===== src/hdl/float32_to_pcm16_saturating_defines.svh =====
// Assertion macros used by the float-to-PCM converter top level.
// No dependencies.
`ifndef FLOAT32_TO_PCM16_SATURATING_DEFINES_SVH
`define FLOAT32_TO_PCM16_SATURATING_DEFINES_SVH

// Check that a condition implies another in the same cycle.
`define F2P_ASSERT_IMPL(label, clk, rst_n, a, b) \
	label: assert property (@(posedge clk) disable iff (!rst_n) (a) |-> (b)) \
		else $error("implication failed");

// Check that a condition implies another in the next cycle.
`define F2P_ASSERT_NEXT(label, clk, rst_n, a, b) \
	label: assert property (@(posedge clk) disable iff (!rst_n) (a) |=> (b)) \
		else $error("next-cycle implication failed");

`endif


===== src/hdl/f2p_pkg.sv =====
// Types and constants for the float-to-PCM converter.
// No dependencies.
package f2p_pkg;
	localparam int unsigned ScaleFactor = 32767;
	localparam logic [7:0] ExpSpecial = 8'hFF;
	localparam logic [16:0] MagSat = 17'd65535;
	localparam logic [16:0] MagMaxPos = 17'd32767;
	localparam logic [16:0] MagMaxNeg = 17'd32768;

	typedef struct packed {
		logic [31:0] float_sample;
		logic        buffer_end;
	} f2p_in_t;

	typedef struct packed {
		logic signed [15:0] pcm_sample;
		logic               buffer_end_out;
	} f2p_out_t;

	// Product class decided in stage 1 and refined in stage 3.
	typedef enum logic [1:0] {
		CLS_NORMAL,
		CLS_ZERO,
		CLS_SAT
	} f2p_cls_t;
endpackage


===== src/hdl/f2p_if.sv =====
// Valid/ready channel interface for the converter.
// No dependencies.
interface f2p_if #(
	parameter int unsigned W = 1
);
	logic         valid;
	logic         ready;
	logic [W-1:0] data;

	modport source (output valid, output data, input ready);
	modport sink (input valid, input data, output ready);
endinterface


===== src/hdl/float32_to_pcm16_saturating.sv =====
// Top level of the float32 to 16-bit PCM converter.
// Depends on f2p_pkg, f2p_if, f2p_mul, f2p_round and the defines header.
//
// Converts one single-precision sample per clock into saturated 16-bit PCM
// (scale by 32767, round to float, round half away, NaN to zero) through a
// four-stage pipeline (unpack, multiply, round to 24 bits, scale and saturate);
// the whole pipeline advances whenever the output register is empty or being
// taken, so throughput is one beat per cycle while the output is not stalled.
`include "float32_to_pcm16_saturating_defines.svh"
module float32_to_pcm16_saturating import f2p_pkg::*; (
	input logic clk,
	input logic arst_n,
	f2p_if.sink   in_ch,
	f2p_if.source out_ch
);
	logic        en;
	logic        v2;
	logic [38:0] prod;
	logic [7:0]  ex;
	f2p_cls_t    cls;
	logic        neg;
	logic        bend;
	f2p_in_t     in_item;
	f2p_out_t    out_item;

	// Advance when the output slot is free or being drained
	assign en           = !out_ch.valid || out_ch.ready;
	assign in_ch.ready  = en;
	assign in_item      = in_ch.data;
	assign out_ch.data  = out_item;

	f2p_mul u_mul (
		.clk, .arst_n, .en,
		.in_valid(in_ch.valid), .in_item,
		.out_valid(v2), .prod_s2(prod), .exp_s2(ex), .cls_s2(cls),
		.neg_s2(neg), .end_s2(bend)
	);

	f2p_round u_round (
		.clk, .arst_n, .en,
		.in_valid(v2), .prod, .exp_in(ex), .cls, .neg, .end_in(bend),
		.out_valid(out_ch.valid), .out_item
	);

	`F2P_ASSERT_NEXT(a_hold, clk, arst_n, out_ch.valid && !out_ch.ready, out_ch.valid)
	`F2P_ASSERT_IMPL(a_ready, clk, arst_n, !out_ch.valid, in_ch.ready)
	`F2P_ASSERT_NEXT(a_stall, clk, arst_n, !en, $stable(prod))
endmodule


===== src/hdl/f2p_mul.sv =====
// Stages 1 and 2: classify the sample and form the 39-bit significand product.
// Depends on f2p_pkg.
module f2p_mul import f2p_pkg::*; (
	input  logic        clk,
	input  logic        arst_n,
	input  logic        en,
	input  logic        in_valid,
	input  f2p_in_t     in_item,
	output logic        out_valid,
	output logic [38:0] prod_s2,
	output logic [7:0]  exp_s2,
	output f2p_cls_t    cls_s2,
	output logic        neg_s2,
	output logic        end_s2
);
	logic        valid_s1;
	logic [23:0] sig_s1;
	logic [7:0]  exp_s1;
	f2p_cls_t    cls_s1;
	logic        neg_s1;
	logic        end_s1;
	f2p_cls_t    cls_d;
	logic [7:0]  e_d;
	logic [22:0] f_d;

	// Classify special encodings
	always_comb begin
		e_d = in_item.float_sample[30:23];
		f_d = in_item.float_sample[22:0];
		if (e_d == ExpSpecial) begin
			cls_d = (f_d != 23'd0) ? CLS_ZERO : CLS_SAT;
		end else if (e_d == 8'd0) begin
			cls_d = CLS_ZERO;
		end else begin
			cls_d = CLS_NORMAL;
		end
	end

	// Valid bits advance while enabled
	always_ff @(posedge clk or negedge arst_n) begin
		if (!arst_n) begin
			valid_s1  <= 1'b0;
			out_valid <= 1'b0;
		end else if (en) begin
			valid_s1  <= in_valid;
			out_valid <= valid_s1;
		end
	end

	// Stage payload: unpack, then multiply
	always_ff @(posedge clk) begin
		if (en) begin
			sig_s1  <= {1'b1, in_item.float_sample[22:0]};
			exp_s1  <= in_item.float_sample[30:23];
			cls_s1  <= cls_d;
			neg_s1  <= in_item.float_sample[31];
			end_s1  <= in_item.buffer_end;
			prod_s2 <= 39'(sig_s1) * 39'(ScaleFactor);
			exp_s2  <= exp_s1;
			cls_s2  <= cls_s1;
			neg_s2  <= neg_s1;
			end_s2  <= end_s1;
		end
	end
endmodule


===== src/hdl/f2p_round.sv =====
// Stages 3 and 4: round product to 24 bits, then scale to an integer and saturate.
// Depends on f2p_pkg.
module f2p_round import f2p_pkg::*; (
	input  logic        clk,
	input  logic        arst_n,
	input  logic        en,
	input  logic        in_valid,
	input  logic [38:0] prod,
	input  logic [7:0]  exp_in,
	input  f2p_cls_t    cls,
	input  logic        neg,
	input  logic        end_in,
	output logic        out_valid,
	output f2p_out_t    out_item
);
	// product of 24-bit sig and 15-bit constant has 38 or 39 bits
	logic        valid_s3;
	logic [24:0] r_s3;
	logic [5:0]  k_s3;
	f2p_cls_t    cls_s3;
	logic        neg_s3;
	logic        end_s3;
	logic        top;
	logic [23:0] r_t;
	logic [14:0] low;
	logic [14:0] half;
	logic        up;
	logic [24:0] r_d;
	logic signed [10:0] ex_d;
	logic [16:0] mag;
	logic [65:0] wide;
	logic [65:0] sum;
	logic [16:0] cap;

	// Round to nearest even at 24 significant bits
	always_comb begin
		top  = prod[38];
		r_t  = top ? prod[38:15] : prod[37:14];
		low  = top ? prod[14:0] : {1'b0, prod[13:0]};
		half = top ? 15'h4000 : 15'h2000;
		up   = (low > half) || ((low == half) && r_t[0]);
		r_d  = {1'b0, r_t} + 25'(up);
		// ex = e - 150 + sh; sh is 15 or 14
		ex_d = $signed({3'b0, exp_in}) - 11'sd150 + (top ? 11'sd15 : 11'sd14);
	end

	// Valid bits for stage 3 and the output stage
	always_ff @(posedge clk or negedge arst_n) begin
		if (!arst_n) begin
			valid_s3  <= 1'b0;
			out_valid <= 1'b0;
		end else if (en) begin
			valid_s3  <= in_valid;
			out_valid <= valid_s3;
		end
	end

	always_ff @(posedge clk) begin
		if (en) begin
			r_s3   <= r_d;
			neg_s3 <= neg;
			end_s3 <= end_in;
			if (cls != CLS_NORMAL) begin
				cls_s3 <= cls;
				k_s3   <= 6'd1;
			end else if (ex_d >= 0) begin
				cls_s3 <= CLS_SAT;
				k_s3   <= 6'd1;
			end else if (ex_d < -11'sd40) begin
				cls_s3 <= CLS_ZERO;
				k_s3   <= 6'd1;
			end else begin
				cls_s3 <= CLS_NORMAL;
				k_s3   <= 6'(-ex_d);
			end
		end
	end

	// Round half away, cap, saturate, apply sign
	always_comb begin
		sum  = {41'd0, r_s3} + (66'd1 << (k_s3 - 6'd1));
		wide = sum >> k_s3;
		case (cls_s3)
			CLS_ZERO: cap = 17'd0;
			CLS_SAT:  cap = MagSat;
			default:  cap = (wide > 66'(MagSat)) ? MagSat : wide[16:0];
		endcase
		if (neg_s3) begin
			mag = (cap > MagMaxNeg) ? MagMaxNeg : cap;
		end else begin
			mag = (cap > MagMaxPos) ? MagMaxPos : cap;
		end
	end

	always_ff @(posedge clk) begin
		if (en) begin
			out_item.pcm_sample     <= neg_s3 ? -$signed(mag[15:0]) : $signed(mag[15:0]);
			out_item.buffer_end_out <= end_s3;
		end
	end
endmodule


===== src/flat_wrapper.sv =====
// flat-port wrapper written by rule: the top's interface ports become plain ports
module float32_to_pcm16_saturating_flat import f2p_pkg::*;
  (clk, arst_n, in_ch_valid, in_ch_data, in_ch_ready, out_ch_valid, out_ch_data, out_ch_ready);
  f2p_if #(.W($bits(f2p_in_t))) in_ch_i ();
  f2p_if #(.W($bits(f2p_out_t))) out_ch_i ();
  input logic clk;
  input logic arst_n;
  input wire logic [$bits(in_ch_i.valid)-1:0] in_ch_valid;
  input wire logic [$bits(in_ch_i.data)-1:0] in_ch_data;
  output wire logic [$bits(in_ch_i.ready)-1:0] in_ch_ready;
  output wire logic [$bits(out_ch_i.valid)-1:0] out_ch_valid;
  output wire logic [$bits(out_ch_i.data)-1:0] out_ch_data;
  input wire logic [$bits(out_ch_i.ready)-1:0] out_ch_ready;
  assign in_ch_i.valid = in_ch_valid;
  assign in_ch_i.data = in_ch_data;
  assign in_ch_ready = in_ch_i.ready;
  assign out_ch_valid = out_ch_i.valid;
  assign out_ch_data = out_ch_i.data;
  assign out_ch_i.ready = out_ch_ready;
  float32_to_pcm16_saturating u_core (.clk(clk), .arst_n(arst_n), .in_ch(in_ch_i), .out_ch(out_ch_i));
endmodule

===== config.mk =====
export PLATFORM = sky130hd
export DESIGN_NAME = float32_to_pcm16_saturating_flat
export DESIGN_NICKNAME = d
export VERILOG_FILES = /design/src/hdl/f2p_pkg.sv /design/src/hdl/f2p_if.sv /design/src/hdl/float32_to_pcm16_saturating.sv /design/src/hdl/f2p_mul.sv /design/src/hdl/f2p_round.sv /design/src/flat_wrapper.sv
export VERILOG_INCLUDE_DIRS = /design/src /design/src/hdl
export SDC_FILE = /design/constraint.sdc
export NUM_CORES = 1
export LEC_CHECK = 0
export ABC_AREA = 1
export BUFFER_PORTS_ARGS = -buffer_cell sky130_fd_sc_hd__buf_4
export CORE_AREA = 2 2 214 216
export CTS_CLUSTER_SIZE = 14
export DETAILED_ROUTE_END_ITERATION = 8
export DIE_AREA = 0 0 216 218
export GPL_TIMING_DRIVEN = 0
export SYNTH_ARGS = -nofsm -noshare
export SYNTH_HDL_FRONTEND = slang
export SYNTH_SLANG_ARGS = --single-unit
export TNS_END_PERCENT = 30

===== constraint.sdc =====
create_clock -name clk -period 8.63 [get_ports clk]
set_clock_uncertainty 0.2 [all_clocks]
set_input_delay 1.726 -clock clk [delete_from_list [all_inputs] [get_ports clk]]
set_output_delay 1.726 -clock clk [all_outputs]
set_load 0.05 [all_outputs]

==> metrics.md <==
| Metric | Value |
|---|---|
| Status | `finished, final reports clean` |
| Routed len/inst | `15.12 µm` |
| Req. time, crit path | `8.62 ns` |
| Later-pin clock latency in the skew report | `0.44 ns` |
| Max-slew headroom | `0.5596` |
| Critical path launch point type | `flop` |
| Setup Buffers After CTS | `0` |
| Synth unique cells | `49` |
| Crit. End Element | `flop` |
| Row count | `78` |
| Layout cells sized above 1 | `0.09129` |
| Top_reg_cell synth | `edfxtp_1` |
| Post-route ant nets | `0` |
| Crit Path Category | `reg -> reg` |
| Final setup TNS | `0 ns` |
| Ys async rst share | `0.02817` |
| Die area | `47090 µm²` |
| First-pass detailed-route iteration total | `5` |
| CTS Hold Bufs | `0` |
| Largest net degree at the start of global routing | `71` |
| Max-Cap Viols | `0` |
| Area contributors post-synth | `edfxtp_1, fa_1, nand2_1` |
| Core box area | `44890 µm²` |
| Final setup viols | `0` |
| Worst-path clk slew | `0.07 ns` |
| Seq cells post-synth | `roughly 140` |
| Final Max Tran Viols | `0` |
| Nets | `2459` |
| Ys Warns | `0` |
| CP arrival | `around 7.7 ns` |
| Worst Hold Path EP | `u_core.u_mul.exp_s2[1]` |
| # diodes | `0` |
| # DRC | `0` |
| Width of the die | `216 µm` |
| Critical R2R Capture | `u_core.u_round.out_item[9]` |
| Pre-CTS WS | `0.8510 ns` |
| GR Overflow Total | `0` |
| Post-CTS sizing | `0` |
| Most common cell in the synthesized netlist | `nand2_1` |
| Initial antenna violation count | `0` |
| Post-layout util | `0.4158` |
| Setup slack, reg-to-reg | `around 0.95 ns` |
| CTS tree | `built` |
| Commonest cells in the netlist | `nand2_1, inv_1, fa_1` |
| Syn Area/Cell | `roughly 8.2 µm²` |
| Number of synthesized flops with an enable pin | `between 100 and 150` |
| Final min period | `between 7 and 8 ns` |
| Worst flop-to-flop path startpoint | `u_core.u_round.k_s3[0]` |
| Area grow syn2layout | `10.87%` |
| DRT iter0 DRCs | `roughly 990` |
| Clock tree sinks | `142` |
| Largest area contributor in the synthesized netlist | `edfxtp_1` |
| RSZ-0062 raised after global routing | `false` |
| Worst-margin pin slew | `around 0.65 ns` |
| Vias/cell | `4.906` |
| Syn nets | `2383` |
| Gr usage total | `0.1821` |
| Max Freq | `between 100 and 150 MHz` |
| Initial core utilization | `0.3750` |
| Global-route wire length before repair | `68.03 mm` |
| Most Frequent Cell on Critical Path | `nand2_1` |
| Routed wire length | `41.38 mm` |
| Hold_ws | `0.2154 ns` |
| Number of top-level pins | `56` |
| Input/output buffers | `55` |
| Num CTS Buffers | `17` |
| Global placement routability congestion | `~0.94` |
| R2R depth | `53` |
| Clk buf depth | `2` |
| Count of final hold-check violations | `0` |
| Register area share after synthesis | `0.2521` |
| Worst path slowest cell | `fa_1` |
| Post-Syn Instances | `2047` |
| Worst hold path startpoint | `u_core.u_mul.exp_s1[1]` |
| Root Buffer | `clkbuf_16` |
| CP max stage delay | `~0.50 ns` |
| Post-DP HPWL | `~35 mm` |
| Crit path max fanout | `10` |
| # H-tree levels | `4` |
| Post-synth top area share | `0.2462` |
| Die H | `218 µm` |
| Hold path depth | `0` |
| Final Worst Setup Slack | `~0.95 ns` |
| Period utilization | `0.8899` |
| Synthesized cell area | `16830 µm²` |
| Via count | `13422` |
| Hold Path Class | `reg -> reg` |
| Vias in the first global route | `between 10000 and 15000` |
registers in the layout, indices dropped and copies added, names as in the netlist, 2 cells and up:
register	count
u_core.u_mul.prod_s2	39
u_core.u_round.r_s3	25
u_core.u_mul.sig_s1	23
u_core.u_round.out_item	17
u_core.u_mul.exp_s1	8
u_core.u_mul.exp_s2	8
u_core.u_round.k_s3	6
u_core.u_mul.cls_s1	2
u_core.u_mul.cls_s2	2
u_core.u_round.cls_s3	2
cells by family after synthesis:
family | synth area share
and+or+nand+nor | 0.2410
buffers and inverters | 0.09989
adders and majority gates | 0.2998
AOI/OAI and AO/OA | 0.06704
DFF | 0.2521
xor gates and xnor gates | 0.03954
muxes | 0.0005946
metrics by stage:
step                      cell area [µm²]  cells
final                               18670   2736
after global placement              18000   2702
after CTS                           18670   2736
after global routing                18670   2736
after detailed placement            18060   2704
after floorplan                     16830   2047
area by class of cell:
cell class | instances | area, µm²
fill | 4615 | 26230
multi-input combinational | 1472 | 10920
sequential | 142 | 4244
inverter | 385 | 1445
tap | 600 | 750.7
timing repair buffer | 57 | 467.9
clock buffer | 17 | 425.4
buffer | 48 | 236.5
clock inverter | 15 | 178.9
cell usage in the layout (no fill, tap or decap), types with 7 or more instances in the layout:
cell type  Yosys  final
nand2_1      444    443
inv_1        376    376
fa_1         174    174
nand3_1      160    160
edfxtp_1     138    138
nor2_1       129    129
ha_1         125    125
a21oi_1       78     78
o21ai_0       67     67
buf_4          3     58
xor2_1        55     55
nand4_1       30     30
nor4_1        27     27
nand2_2       26     26
nand3_2       21     21
nor3_1        21     21
xnor2_1       21     21
o211ai_1      19     19
buf_2         18     18
clkbuf_16      0     17
clkbuf_1      12     12
buf_1         12     12
nor2_2        11     11
o21ai_1        9      9
inv_2          8      8
nand3b_1       7      7
a31oi_1        7      7
or2_2          7      7
routing by layer:
metal  global-route usage  wire, µm
met5                    0         0
met4              0.05183       729
met3              0.02357      1445
met2               0.3217     20630
met1               0.2337     18580
worst max-delay path, delay by kind of cell (launching register included):
kind,cells,cell delay [ns]
AND/OR/NAND/NOR,35,3.81
buffers and inverters,13,1.67
adder cells (fa/ha/maj),3,1.09
flip-flops,1,0.47
AO/OA/AOI/OAI,2,0.18
how the worst max path moves through the flow:
| stage | from | slack, ns | end |
|---|---|---|---|
| 2_1_floorplan | out_ch_ready | 1.63 | in_ch_ready |
| 3_5_place_dp | u_core.u_mul.sig_s1[5] | 0.85 | u_core.u_mul.prod_s2[38] |
| 6_report | u_core.u_round.k_s3[0] | 0.95 | u_core.u_round.out_item[9] |
| 5_1_grt | u_core.u_round.k_s3[0] | 0.14 | u_core.u_round.out_item[15] |
| 3_3_place_gp | out_ch_ready | 0.10 | in_ch_ready |
| 4_1_cts | u_core.u_mul.sig_s1[7] | 0.82 | u_core.u_mul.prod_s2[38] |
Power is not shown: default switching activity piles up to over one toggle a cycle in this logic, so the estimate is an artifact.
